### src/sv/assert_macros.svh
// assertion macros used by the session table controller
// no dependencies
`ifndef ASSERT_MACROS_SVH
`define ASSERT_MACROS_SVH
// implication checked at every clock edge outside reset
`define CHK_IMPL(label, ante, cons) \
  label: assert property (@(posedge clk) disable iff (rst) (ante) |-> (cons)) \
    else $error("check failed");
// next cycle implication
`define CHK_NEXT(label, ante, cons) \
  label: assert property (@(posedge clk) disable iff (rst) (ante) |=> (cons)) \
    else $error("check failed");
`endif

### src/sv/pss_pkg.sv
// package for the proportional share session table
// constants, types and codes used by every module
package pss_pkg;
  localparam int MaxSessions = 16;
  localparam int IdxW = $clog2(MaxSessions);
  localparam int CntW = $clog2(MaxSessions + 1);
  localparam int RateW = 24;
  localparam int IdW = 16;
  localparam int MinW = 16;
  localparam int SumW = RateW + CntW;
  localparam int ProdW = 2 * RateW;

  localparam logic OP_ADD = 1'b0;
  localparam logic OP_TICK = 1'b1;

  localparam logic [1:0] KIND_ADD = 2'd0;
  localparam logic [1:0] KIND_REPORT = 2'd1;
  localparam logic [1:0] KIND_EMPTY = 2'd2;

  localparam logic REG_CAPACITY = 1'b0;
  localparam logic REG_LIMIT = 1'b1;

  typedef struct packed {
    logic [0:0] opcode;
    logic [RateW-1:0] requested_rate;
    logic [MinW-1:0] session_minutes;
  } in_word_t;

  typedef struct packed {
    logic [1:0] report_kind;
    logic admitted;
    logic [IdW-1:0] session_id;
    logic [RateW-1:0] granted_rate;
    logic [MinW-1:0] minutes_remaining;
    logic last;
  } out_word_t;

  // controller to datapath
  typedef struct packed {
    logic load_in;     // capture input word
    logic append;      // write new entry at count
    logic compact;     // copy/skip entry rd_idx during tick
    logic sum_clr;
    logic sum_acc;     // add request of rd_idx
    logic div_start;   // start divide for rd_idx
    logic grant_wr;    // write grant of rd_idx
    logic count_set;   // count <= wr_idx
    logic [IdxW-1:0] rd_idx;
    logic [CntW-1:0] wr_idx;
  } cmd_t;

  // datapath to controller
  typedef struct packed {
    logic [CntW-1:0] count;
    logic div_done;
    logic alive;       // entry rd_idx survives tick
    logic [0:0] opcode;
  } status_t;
endpackage

### src/sv/pss_if.sv
// valid/ready channel carrying one word
// uses no other file
interface pss_if #(parameter type word_t = logic) (input logic clk);
  logic valid;
  logic ready;
  word_t data;
  modport source (output valid, output data, input ready);
  modport sink (input valid, input data, output ready);
endinterface

### src/sv/pss_div.sv
// restoring divider, one quotient bit per cycle
// uses pss_pkg
module pss_div (
  input logic clk,
  input logic rst,
  input logic start,
  input logic [pss_pkg::ProdW-1:0] dividend,
  input logic [pss_pkg::SumW-1:0] divisor,
  output logic done,
  output logic [pss_pkg::RateW-1:0] quotient
);
  import pss_pkg::*;
  localparam int StepW = $clog2(ProdW + 1);
  logic [ProdW-1:0] q;
  logic [SumW:0] rem;
  logic [SumW-1:0] dsr;
  logic [StepW-1:0] step;
  logic busy;
  logic [SumW:0] trial;

  always_comb begin
    trial = {rem[SumW-1:0], q[ProdW-1]} - {1'b0, dsr};
  end

  always_ff @(posedge clk) begin
    if (rst) begin
      busy <= 1'b0;
      done <= 1'b0;
      step <= '0;
    end else begin
      done <= 1'b0;
      if (start) begin
        busy <= 1'b1;
        step <= StepW'(ProdW);
      end else if (busy) begin
        step <= step - 1'b1;
        if (step == StepW'(1)) begin
          busy <= 1'b0;
          done <= 1'b1;
        end
      end
    end
  end

  always_ff @(posedge clk) begin
    if (start) begin
      q <= dividend;
      rem <= '0;
      dsr <= divisor;
    end else if (busy) begin
      if (!trial[SumW]) begin
        rem <= trial;
        q <= {q[ProdW-2:0], 1'b1};
      end else begin
        rem <= {rem[SumW-1:0], q[ProdW-1]};
        q <= {q[ProdW-2:0], 1'b0};
      end
    end
  end

  assign quotient = q[RateW-1:0];
endmodule

### src/sv/pss_datapath.sv
// session table storage, request sum, multiplier and divider
// uses pss_pkg, pss_div
module pss_datapath (
  input logic clk,
  input logic rst,
  input pss_pkg::cmd_t cmd,
  input pss_pkg::in_word_t in_word,
  input logic [pss_pkg::RateW-1:0] capacity,
  output pss_pkg::status_t status,
  output logic [pss_pkg::IdW-1:0] rd_id,
  output logic [pss_pkg::RateW-1:0] rd_grant,
  output logic [pss_pkg::MinW-1:0] rd_minutes,
  output logic grant_full,
  output logic [pss_pkg::IdW-1:0] next_id
);
  import pss_pkg::*;
  logic [IdW-1:0] ids [MaxSessions];
  logic [RateW-1:0] reqs [MaxSessions];
  logic [RateW-1:0] grants [MaxSessions];
  logic [MinW-1:0] mins [MaxSessions];
  logic [CntW-1:0] count;
  logic [SumW-1:0] sum;
  in_word_t held;
  logic [ProdW-1:0] prod;
  logic div_done;
  logic [RateW-1:0] quot;
  logic [IdxW-1:0] wi;

  assign wi = cmd.wr_idx[IdxW-1:0];
  assign grant_full = sum <= SumW'(capacity);

  always_ff @(posedge clk) begin
    if (rst) begin
      count <= '0;
      next_id <= IdW'(1);
    end else begin
      if (cmd.append) begin
        count <= count + 1'b1;
        next_id <= next_id + 1'b1;
      end else if (cmd.count_set) begin
        count <= cmd.wr_idx;
      end
    end
  end

  always_ff @(posedge clk) begin
    if (cmd.load_in) held <= in_word;
    if (cmd.sum_clr) sum <= '0;
    else if (cmd.sum_acc) sum <= sum + SumW'(reqs[cmd.rd_idx]);
    if (cmd.div_start) prod <= reqs[cmd.rd_idx] * capacity;
    if (cmd.append) begin
      ids[count[IdxW-1:0]] <= next_id;
      reqs[count[IdxW-1:0]] <= held.requested_rate;
      mins[count[IdxW-1:0]] <= held.session_minutes;
    end
    if (cmd.compact) begin
      ids[wi] <= ids[cmd.rd_idx];
      reqs[wi] <= reqs[cmd.rd_idx];
      mins[wi] <= mins[cmd.rd_idx] - 1'b1;
    end
    if (cmd.grant_wr)
      grants[cmd.rd_idx] <= grant_full ? reqs[cmd.rd_idx] : quot;
  end

  // divider starts the cycle after the product is registered
  logic div_go;
  always_ff @(posedge clk) begin
    if (rst) div_go <= 1'b0;
    else div_go <= cmd.div_start;
  end

  pss_div u_div (
    .clk(clk), .rst(rst), .start(div_go), .dividend(prod), .divisor(sum),
    .done(div_done), .quotient(quot)
  );

  assign rd_id = ids[cmd.rd_idx];
  assign rd_grant = grants[cmd.rd_idx];
  assign rd_minutes = mins[cmd.rd_idx];
  assign status.count = count;
  assign status.div_done = div_done;
  assign status.alive = mins[cmd.rd_idx] > MinW'(1);
  assign status.opcode = held.opcode;
endmodule

### src/sv/pss_ctrl.sv
// sequencer for add, tick, reallocation and reporting
// uses pss_pkg, assert_macros.svh
module pss_ctrl (
  input logic clk,
  input logic rst,
  input logic in_valid,
  output logic in_ready,
  output logic out_valid,
  input logic out_ready,
  output pss_pkg::out_word_t out_word,
  input logic [4:0] limit,
  input pss_pkg::status_t status,
  input logic [pss_pkg::IdW-1:0] rd_id,
  input logic [pss_pkg::RateW-1:0] rd_grant,
  input logic [pss_pkg::MinW-1:0] rd_minutes,
  input logic grant_full,
  input logic [pss_pkg::IdW-1:0] next_id,
  output pss_pkg::cmd_t cmd
);
  import pss_pkg::*;
  `include "assert_macros.svh"
  localparam logic [3:0] S_IDLE = 4'd0;
  localparam logic [3:0] S_DECIDE = 4'd1;
  localparam logic [3:0] S_COMPACT = 4'd2;
  localparam logic [3:0] S_SUM = 4'd3;
  localparam logic [3:0] S_GRANT = 4'd4;
  localparam logic [3:0] S_DIV = 4'd5;
  localparam logic [3:0] S_REPLY = 4'd6;
  localparam logic [3:0] S_REPORT = 4'd7;
  localparam logic [3:0] S_WAIT = 4'd8;
  localparam logic [3:0] S_PDIV = 4'd9;

  logic [3:0] state, state_next;
  logic [CntW-1:0] idx, idx_next, wr, wr_next;
  logic [IdW-1:0] new_id;
  logic [CntW-1:0] lim;
  out_word_t word_next;
  logic load_out;

  assign lim = (limit > 5'(MaxSessions)) ? CntW'(MaxSessions) : CntW'(limit);
  assign in_ready = state == S_IDLE;

  always_comb begin
    cmd = '0;
    cmd.rd_idx = idx[IdxW-1:0];
    cmd.wr_idx = wr;
    state_next = state;
    idx_next = idx;
    wr_next = wr;
    load_out = 1'b0;
    word_next = '0;
    case (state)
      S_IDLE: begin
        if (in_valid) begin
          cmd.load_in = 1'b1;
          state_next = S_DECIDE;
        end
      end
      S_DECIDE: begin
        idx_next = '0;
        wr_next = '0;
        if (status.opcode == OP_TICK) begin
          state_next = S_COMPACT;
        end else if (status.count >= lim) begin
          load_out = 1'b1;
          word_next.report_kind = KIND_ADD;
          word_next.last = 1'b1;
          state_next = S_WAIT;
        end else begin
          cmd.append = 1'b1;
          wr_next = status.count;
          cmd.sum_clr = 1'b1;
          state_next = S_SUM;
        end
      end
      S_COMPACT: begin
        if (idx == status.count) begin
          cmd.count_set = 1'b1;
          cmd.sum_clr = 1'b1;
          idx_next = '0;
          state_next = S_SUM;
        end else begin
          if (status.alive) begin
            cmd.compact = 1'b1;
            wr_next = wr + 1'b1;
          end
          idx_next = idx + 1'b1;
        end
      end
      S_SUM: begin
        if (idx == status.count) begin
          idx_next = '0;
          state_next = S_GRANT;
        end else begin
          cmd.sum_acc = 1'b1;
          idx_next = idx + 1'b1;
        end
      end
      S_GRANT: begin
        if (idx == status.count) begin
          idx_next = '0;
          state_next = (status.opcode == OP_ADD) ? S_REPLY : S_REPORT;
        end else if (grant_full) begin
          cmd.grant_wr = 1'b1;
          idx_next = idx + 1'b1;
        end else begin
          cmd.div_start = 1'b1;
          state_next = S_PDIV;
        end
      end
      S_PDIV: state_next = S_DIV;
      S_DIV: begin
        if (status.div_done) begin
          cmd.grant_wr = 1'b1;
          idx_next = idx + 1'b1;
          state_next = S_GRANT;
        end
      end
      S_REPLY: begin
        cmd.rd_idx = wr[IdxW-1:0];
        load_out = 1'b1;
        word_next.report_kind = KIND_ADD;
        word_next.admitted = 1'b1;
        word_next.session_id = new_id;
        word_next.granted_rate = rd_grant;
        word_next.minutes_remaining = rd_minutes;
        word_next.last = 1'b1;
        state_next = S_WAIT;
      end
      S_REPORT: begin
        if (!out_valid || out_ready) begin
          load_out = 1'b1;
          if (status.count == '0) begin
            word_next.report_kind = KIND_EMPTY;
            word_next.last = 1'b1;
            state_next = S_WAIT;
          end else begin
            word_next.report_kind = KIND_REPORT;
            word_next.session_id = rd_id;
            word_next.granted_rate = rd_grant;
            word_next.minutes_remaining = rd_minutes;
            word_next.last = (idx + 1'b1) == status.count;
            idx_next = idx + 1'b1;
            if (word_next.last) state_next = S_WAIT;
          end
        end
      end
      S_WAIT: begin
        if (!out_valid || out_ready) state_next = S_IDLE;
      end
      default: state_next = S_IDLE;
    endcase
  end

  always_ff @(posedge clk) begin
    if (rst) begin
      state <= S_IDLE;
      out_valid <= 1'b0;
      idx <= '0;
      wr <= '0;
    end else begin
      state <= state_next;
      idx <= idx_next;
      wr <= wr_next;
      if (load_out) out_valid <= 1'b1;
      else if (out_ready) out_valid <= 1'b0;
    end
  end

  always_ff @(posedge clk) begin
    if (load_out) out_word <= word_next;
    if (cmd.append) new_id <= next_id;
  end

  `CHK_IMPL(a_load_free, load_out, !out_valid || out_ready)
  `CHK_IMPL(a_idle_no_out_load, state == S_IDLE, !load_out)
  `CHK_NEXT(a_accept_decide, in_valid && in_ready, state == S_DECIDE)
endmodule

### src/sv/proportional_share_session_table.sv
// top level of the proportional share session table
// uses pss_pkg, pss_if, pss_ctrl, pss_datapath
//
//  channel  dir  word         notes
//  in       in   in_word_t    add or tick
//  out      out  out_word_t   replies and reports, last marks end
//  cfg      in   index, data  0 capacity, 1 limit
//
// an add appends its entry, sums the requests of all n entries, writes the n grants and then replies
// with scaling each of the n grants is computed in the shared serial divider
// a tick first compacts the old entries, then reallocates and sends a report word per surviving entry
// reset clears count, sets next id to 1 and loads capacity 25600 and limit 10; the table is undefined until written
// input is held off while an item is in progress; output stalls hold the word
module proportional_share_session_table (
  input logic clk,
  input logic rst,
  pss_if.sink in_ch,
  pss_if.source out_ch,
  input logic cfg_we,
  input logic [0:0] cfg_index,
  input logic [23:0] cfg_data
);
  import pss_pkg::*;
  logic [RateW-1:0] capacity;
  logic [4:0] limit;
  cmd_t cmd;
  status_t status;
  logic [IdW-1:0] rd_id, next_id;
  logic [RateW-1:0] rd_grant;
  logic [MinW-1:0] rd_minutes;
  logic grant_full;

  always_ff @(posedge clk) begin
    if (rst) begin
      capacity <= RateW'(25600);
      limit <= 5'd10;
    end else if (cfg_we) begin
      case (cfg_index)
        REG_CAPACITY: capacity <= cfg_data;
        REG_LIMIT: limit <= cfg_data[4:0];
        default: ;
      endcase
    end
  end

  pss_ctrl u_ctrl (
    .clk(clk), .rst(rst), .in_valid(in_ch.valid), .in_ready(in_ch.ready),
    .out_valid(out_ch.valid), .out_ready(out_ch.ready), .out_word(out_ch.data),
    .limit(limit), .status(status), .rd_id(rd_id), .rd_grant(rd_grant),
    .rd_minutes(rd_minutes), .grant_full(grant_full), .next_id(next_id),
    .cmd(cmd)
  );

  pss_datapath u_dp (
    .clk(clk), .rst(rst), .cmd(cmd), .in_word(in_ch.data), .capacity(capacity),
    .status(status), .rd_id(rd_id), .rd_grant(rd_grant), .rd_minutes(rd_minutes),
    .grant_full(grant_full), .next_id(next_id)
  );
endmodule

### src/flat_wrapper.sv
// flat-port wrapper written by rule: the top's interface ports become plain ports
module proportional_share_session_table_flat import pss_pkg::*;
  (clk, rst, cfg_we, cfg_index, cfg_data, in_ch_valid, in_ch_data, in_ch_ready, out_ch_valid, out_ch_data, out_ch_ready);
  pss_if #(.word_t(in_word_t)) in_ch_i (.clk(clk));
  pss_if #(.word_t(out_word_t)) out_ch_i (.clk(clk));
  input logic clk;
  input logic rst;
  input logic cfg_we;
  input logic [0:0] cfg_index;
  input logic [23:0] cfg_data;
  input wire logic [$bits(in_ch_i.valid)-1:0] in_ch_valid;
  input wire logic [$bits(in_ch_i.data)-1:0] in_ch_data;
  output wire logic [$bits(in_ch_i.ready)-1:0] in_ch_ready;
  output wire logic [$bits(out_ch_i.valid)-1:0] out_ch_valid;
  output wire logic [$bits(out_ch_i.data)-1:0] out_ch_data;
  input wire logic [$bits(out_ch_i.ready)-1:0] out_ch_ready;
  assign in_ch_i.valid = in_ch_valid;
  assign in_ch_i.data = in_ch_data;
  assign in_ch_ready = in_ch_i.ready;
  assign out_ch_valid = out_ch_i.valid;
  assign out_ch_data = out_ch_i.data;
  assign out_ch_i.ready = out_ch_ready;
  proportional_share_session_table u_core (.clk(clk), .rst(rst), .in_ch(in_ch_i), .out_ch(out_ch_i), .cfg_we(cfg_we), .cfg_index(cfg_index), .cfg_data(cfg_data));
endmodule
### config.mk
export PLATFORM = sky130hd
export DESIGN_NAME = proportional_share_session_table_flat
export DESIGN_NICKNAME = d
export VERILOG_FILES = /design/src/sv/pss_pkg.sv /design/src/sv/pss_if.sv /design/src/sv/pss_div.sv /design/src/sv/pss_datapath.sv /design/src/sv/pss_ctrl.sv /design/src/sv/proportional_share_session_table.sv /design/src/flat_wrapper.sv
export VERILOG_INCLUDE_DIRS = /design/src /design/src/sv
export SDC_FILE = /design/constraint.sdc
export NUM_CORES = 2
export LEC_CHECK = 0
export ABC_AREA = 1
export ABC_CLOCK_PERIOD_IN_PS = 21100
export BUFFER_PORTS_ARGS = -buffer_cell sky130_fd_sc_hd__buf_2
export CAP_MARGIN = 30
export CORE_ASPECT_RATIO = 1.75
export CORE_MARGIN = 3
export CORE_UTILIZATION = 30
export DETAILED_ROUTE_END_ITERATION = 10
export PLACE_DENSITY = 0.48
export SLEW_MARGIN = 0
export SYNTH_ARGS = -nofsm -noshare
export SYNTH_HDL_FRONTEND = slang
export SYNTH_SLANG_ARGS = --single-unit
### constraint.sdc
create_clock -name clk -period 21.1 [get_ports clk]
set_input_delay 4.22 -clock clk [delete_from_list [all_inputs] [get_ports clk]]
set_output_delay 4.22 -clock clk [all_outputs]
set_load 0.005 [all_outputs]
Word-level counts from Yosys, hierarchy flattened
Memory sizes are Yosys's and may differ from the RTL's.
Cells that the tools add are included.
{ "totals": {"ff_bits": 374, "ram_bits": 1280, "in_bits": 71, "mem_count": 4, "romBits": 0, "wordCells": 180, "latch_bits": 0} }
{ "classes": {"n_mux": 88, "n_lt_le_gt_ge": 4, "n_bitwise": 2, "n_addsub": 8, "multipliers": 1, "reduce_logical": 21, "div": 0, "shifts": 0, "eq_ne": 24} }
{ "memory_table": {"columns": ["name", "words", "word_bits", "rd", "rd_clocked_by_memory_dff", "wr", "line", "source"], "rows": [
  ["u_core.u_dp.grants", 16, 24, 1, 0, 1, "pss_datapath.sv:19", "logic [RateW-1:0] grants [MaxSessions];"],
  ["u_core.u_dp.reqs", 16, 24, 1, 0, 1, "pss_datapath.sv:18", "logic [RateW-1:0] reqs [MaxSessions];"],
  ["u_core.u_dp.ids", 16, 16, 1, 0, 1, "pss_datapath.sv:17", "logic [IdW-1:0] ids [MaxSessions];"],
  ["u_core.u_dp.mins", 16, 16, 1, 0, 1, "pss_datapath.sv:20", "logic [MinW-1:0] mins [MaxSessions];"]
]} }
{ "ops": {"columns": ["cell", "count"], "rows": [
  ["$pmux 56 s2", 1],
  ["$mux 48", 2],
  ["$mux 5", 13],
  ["$mux 4", 16],
  ["$mux 57", 1],
  ["$mux 56", 1],
  ["$mul 24x24->48", 1],
  ["$mux 24", 2],
  ["$pmux 4 s10", 1],
  ["$mux 1", 38],
  ["$mux 16", 2],
  ["$reduce_or 16->1", 2],
  ["$sub 30x29->30", 1],
  ["$add 29x24->29", 1],
  ["$le 29x24->1", 1],
  ["$mux 29", 1],
  ["$pmux 5 s5", 1],
  ["$reduce_or 24->1", 1],
  ["$add 16x1->16 const B", 1],
  ["$eq 4x3->1 const B", 4],
  ["$gt 16x1->1 const B", 1],
  ["$ne 2x2->1 const B", 8],
  ["$sub 16x1->16 const B", 1],
  ["$add 5x1->5 const B", 3],
  ["other kinds (28)", 44]
]} }

Longest topological paths before layout
An unclocked memory read counts as a cell.
{ "depth": {"ltp_word": 11, "ltp_mapped": 42, "depth_no_buf": 37} }

Hierarchy
A second synthesis with hierarchy kept.
{ "hier_totals": {"cells_unflattened": 10451, "area_unflattened_um2": 97698.7} }
{ "modules_own_cells": {"columns": ["mod", "area_per_inst_um2", "n_inst", "seq_area_each_um2", "cells_per_inst"], "rows": [
  ["pss_datapath", 84753.8, 1, 42130.4, 8797],
  ["pss_div", 7308.3, 1, 3052.9, 1027],
  ["pss_ctrl", 4420.5, 1, 2582.5, 452],
  ["proportional_share_session_table", 1216.2, 1, 580.6, 175]
]} }

Worst setup path before layout
Ideal clock, no wire load.
{ "synth_timing": {"path_kind": "reg2reg", "from": "register u_core.u_ctrl.state[1]", "to": "register u_core.u_dp.prod[35], data pin", "t_required_ns": 20.835, "setup_ns": 0.265, "path_slack_ns": 13.124, "path_stages_with_launch": 36, "t_arrival_ns": 7.711, "synth_period_minus_slack_ns": 7.976, "cell_sequence": "dfxtp_1 > inv_2 > nor2_4 > nand2_4 > buf_6 > o21ai_2 > buf_4 > nor2_2 > inv_2 > clkbuf_1 > o22ai_1 > o31ai_1 > nand4_1 > clkbuf_1 > nor2_1 > fa_1 > fa_1 > inv_1 > fa_1 > inv_1 > fa_1 > inv_1 > fa_1 > inv_1 > fa_1 > inv_1 > fa_1 > inv_1 > ha_1 > a21oi_1 > inv_1 > a31oi_1 > o21ai_0 > a221oi_1 > o21ai_0 > xor2_1"} }
{ "synth_via": {"elab_chain_cells": 4} }
{ "synth_lines": {"columns": ["element", "line", "source"], "rows": [
  ["start: declaration", "pss_ctrl.sv:33", "logic [3:0] state, state_next;"],
  ["start signal: assignment", "pss_ctrl.sv:162", "state <= state_next;"],
  ["$eq 4x3->1", "pss_ctrl.sv:52", "case (state)"],
  ["$mux 4", "pss_ctrl.sv:52", null],
  ["$mem_v2 16x24", null, null],
  ["$mul 24x24->48", "pss_datapath.sv:50", "if (cmd.div_start) prod <= reqs[cmd.rd_idx] * capacity;"],
  ["end signal: assignment", "pss_datapath.sv:50", null],
  ["end: declaration", "pss_datapath.sv:24", "logic [ProdW-1:0] prod;"]
]} }
Every way passes these cells.
A chain may end at the register's enable or synchronous reset.

Worst setup path in the final report
{ "layout_timing": {"from": "register u_core.u_ctrl.state[0]", "to": "register u_core.u_dp.prod[42], data pin"} }
The elaborated chain is that of the path after synthesis.

==> qor.yml <==
clock_path_buffers: 4
postCtsSetupRepairBufs: 0
drive_gt1_frac: 0.0818
crit_type: "flip-flop to flip-flop"
yosysUniqueCellTypes: 53
hold_violations: 0
ant_nets: 0
grt_pass1_vias: 62700
ys_seq_area_frac: 0.564
ys.flop_type: "edfxtp_1"
syn_avg_cell_area_um2: 11.1
grt_max_degree: 99
overflow: 0
cp-start-kind: "flip-flop"
io_pins: 133
fin_cells: 11800
drt-initial-drc-count: 4416
fin_crit_sh: 0.524
n_fill_cell: 28600
r2r_cells: 32
tns_ps: 0
synth_top_family_by_area: "adder cells"
crit_path_max_incr_delay_ps: 900
synth-edff-count: 1522
wl_per_cell_um: 24.1
placed_cells: 11500
cts_resized: 0
max_cap_viol_count: 0
wirelength_um: 284000
clk-insertion-delay-late_ps: 860
slew_headroom: 0.311
fin_area_um2: 96700
violations: "design-rule violations"
vias: 59100
drc: 1
synthCells: 7727
seq_area_um2: 48400
hold_path_depth: 0
worst_setup_path_end_kind: "flip-flop"
postPlaceCellArea_um2: 91600
layout.cells.most_common_list: "nand2_1, edfxtp_1, inv_1"
worstMarginPinSlew_ps: 1030
fp.coreArea_um2: 285000
synth_compound_area_frac: 0.0824
synth_seq_cells: 1654
syn_nets: 8547
synth_xor_area_frac: 0.0111
dieArea_um2: 293000
tritoncts: "yes"
synth_area_um2: 85700
htree_levels: 4
drt-pass1-iter-count: 9
dp_hpwl_um: 188000
slew_violations: 0
synth-simple-area-share: 0.133
async_flop_share: 0
die_h_um: 713
cts_sinks: 1654
synth.area.mux_share: 0
synth-adder-area-share: 0.152
multi_input_area_um2: 32700
rows: 259
synth_warnings: 0
required_ps: 21640
setup_viol: 0
grt_pass1_wl_um: 419000
grtUsageTotal: 0.192
skew_ps: 113
reg2reg_slack_ps: 10030
grt_antenna_before_repair: 14
clk_pin_slew_ps: 60
max_freq_mhz: 90.4
portBuffers: 132
start_util: 0.301
cts_buffers: 165
layout.cells.most_common: "nand2_1"
arrival_ps: 11610
routed_via_density: 5.02
gp_congestion: 0.918
status: "finished with violations"
final_nets: 8688
cts_root_buffer: "clkbuf_16"
min_period_ps: 11070
die_w_um: 410
syn2layout_area_growth_pct: 12.8
hold_class: "flip-flop to flip-flop"
rsz0062_at_grt: "no"
ctsHoldBuffers: 0
path_max_fanout: 71
slowest_stage: "buf_4"
routing by layer:
metal / vias up / track usage / routed length, µm
met5: - / 0 / 58
met4: 8 / 0.106 / 18100
met3: 706 / 0.0217 / 12200
met2: 1748 / 0.354 / 148000
met1: 30100 / 0.216 / 106000
li1: 26500 / - / -
metrics by stage:
step / setup slack (ps) / utilization / hold slack (ps)
3_3_place_gp: 10250 / 0.320 / 416
4_1_cts: 10010 / 0.340 / 431
5_1_grt: 9710 / 0.340 / 443
6_report: 10030 / 0.340 / 428
3_5_place_dp: 10090 / 0.322 / 416
2_1_floorplan: 13120 / - / 408
Yosys cell counts, types with 20 or more instances:
library cell,instances,share of area
nand2_1,1632,0.071
edfxtp_1,1522,0.53
inv_1,860,0.038
nor2_1,793,0.035
fa_1,484,0.11
ha_1,265,0.039
o21ai_0,238,0.014
a21oi_1,234,0.014
nor3_1,217,0.013
clkbuf_1,201,0.0088
a22oi_1,160,0.014
o22ai_1,133,0.0097
dfxtp_1,132,0.031
buf_2,129,0.0075
nand3_1,96,0.0056
o31ai_1,89,0.0078
o221ai_1,73,0.0075
nand4_1,68,0.0050
xor2_1,60,0.0061
xnor2_1,49,0.0050
o211ai_1,37,0.0032
a31oi_1,36,0.0026
a221oi_1,26,0.0027
inv_2,20,0.00088
o21ai_1,20,0.0012
cell type report:
| type | count | share of cell area |
|---|---|---|
| sequential | 1654 | 0.500 |
| multi-input combinational | 4822 | 0.339 |
| tap | 3784 | 0.0490 |
| clock buffer | 217 | 0.0462 |
| inverter | 889 | 0.0346 |
| timing repair buffer | 336 | 0.0252 |
| clock inverter | 67 | 0.00615 |
| antenna | 4 | 0.000104 |
critical path, delay by kind of cell (launching register included):
family	cells	cell delay, ps
simple gates	11	2320
compound gates	2	480
buf+inv	10	3040
flops	1	540
fa+ha+maj	8	4250
xor+xnor	1	80
path summary, 6_finish.rpt:
path	from	endpoint
hold / removal	u_core.u_dp.next_id[9]$_SDFFE_PP0P_	u_core.u_ctrl.new_id[9]$_DFFE_PP_
hold reg to reg	u_core.u_dp.next_id[9]$_SDFFE_PP0P_	u_core.u_ctrl.new_id[9]$_DFFE_PP_
setup reg to reg	u_core.u_ctrl.state[0]$_SDFFE_PP0P_	u_core.u_dp.prod[42]$_DFFE_PP_
setup / recovery	u_core.u_ctrl.state[0]$_SDFFE_PP0P_	u_core.u_dp.prod[42]$_DFFE_PP_
state kept, by name, indices dropped and copies added, names as in the netlist, 40 cells and up:
name / count
u_core.u_dp.reqs: 384
u_core.u_dp.held: 40
u_core.u_dp.grants: 384
u_core.u_ctrl.out_word: 60
u_core.u_dp.prod: 48
u_core.u_dp.mins: 256
u_core.u_dp.ids: 256
u_core.u_dp.u_div.q: 48
kinds of logic (layout without fill, tap and decap cells):
kind of cell	Yosys count	after routing
adder cells (fa/ha/maj)	749	749
XOR/XNOR	109	109
other	0	4
AO/OA/AOI/OAI	1112	1112
AND/OR/NAND/NOR	2852	2852
buffers and inverters	1251	1509
flip-flops	1654	1654
Power is not shown: default switching activity piles up to over one toggle a cycle in this logic, so the estimate is an artifact.
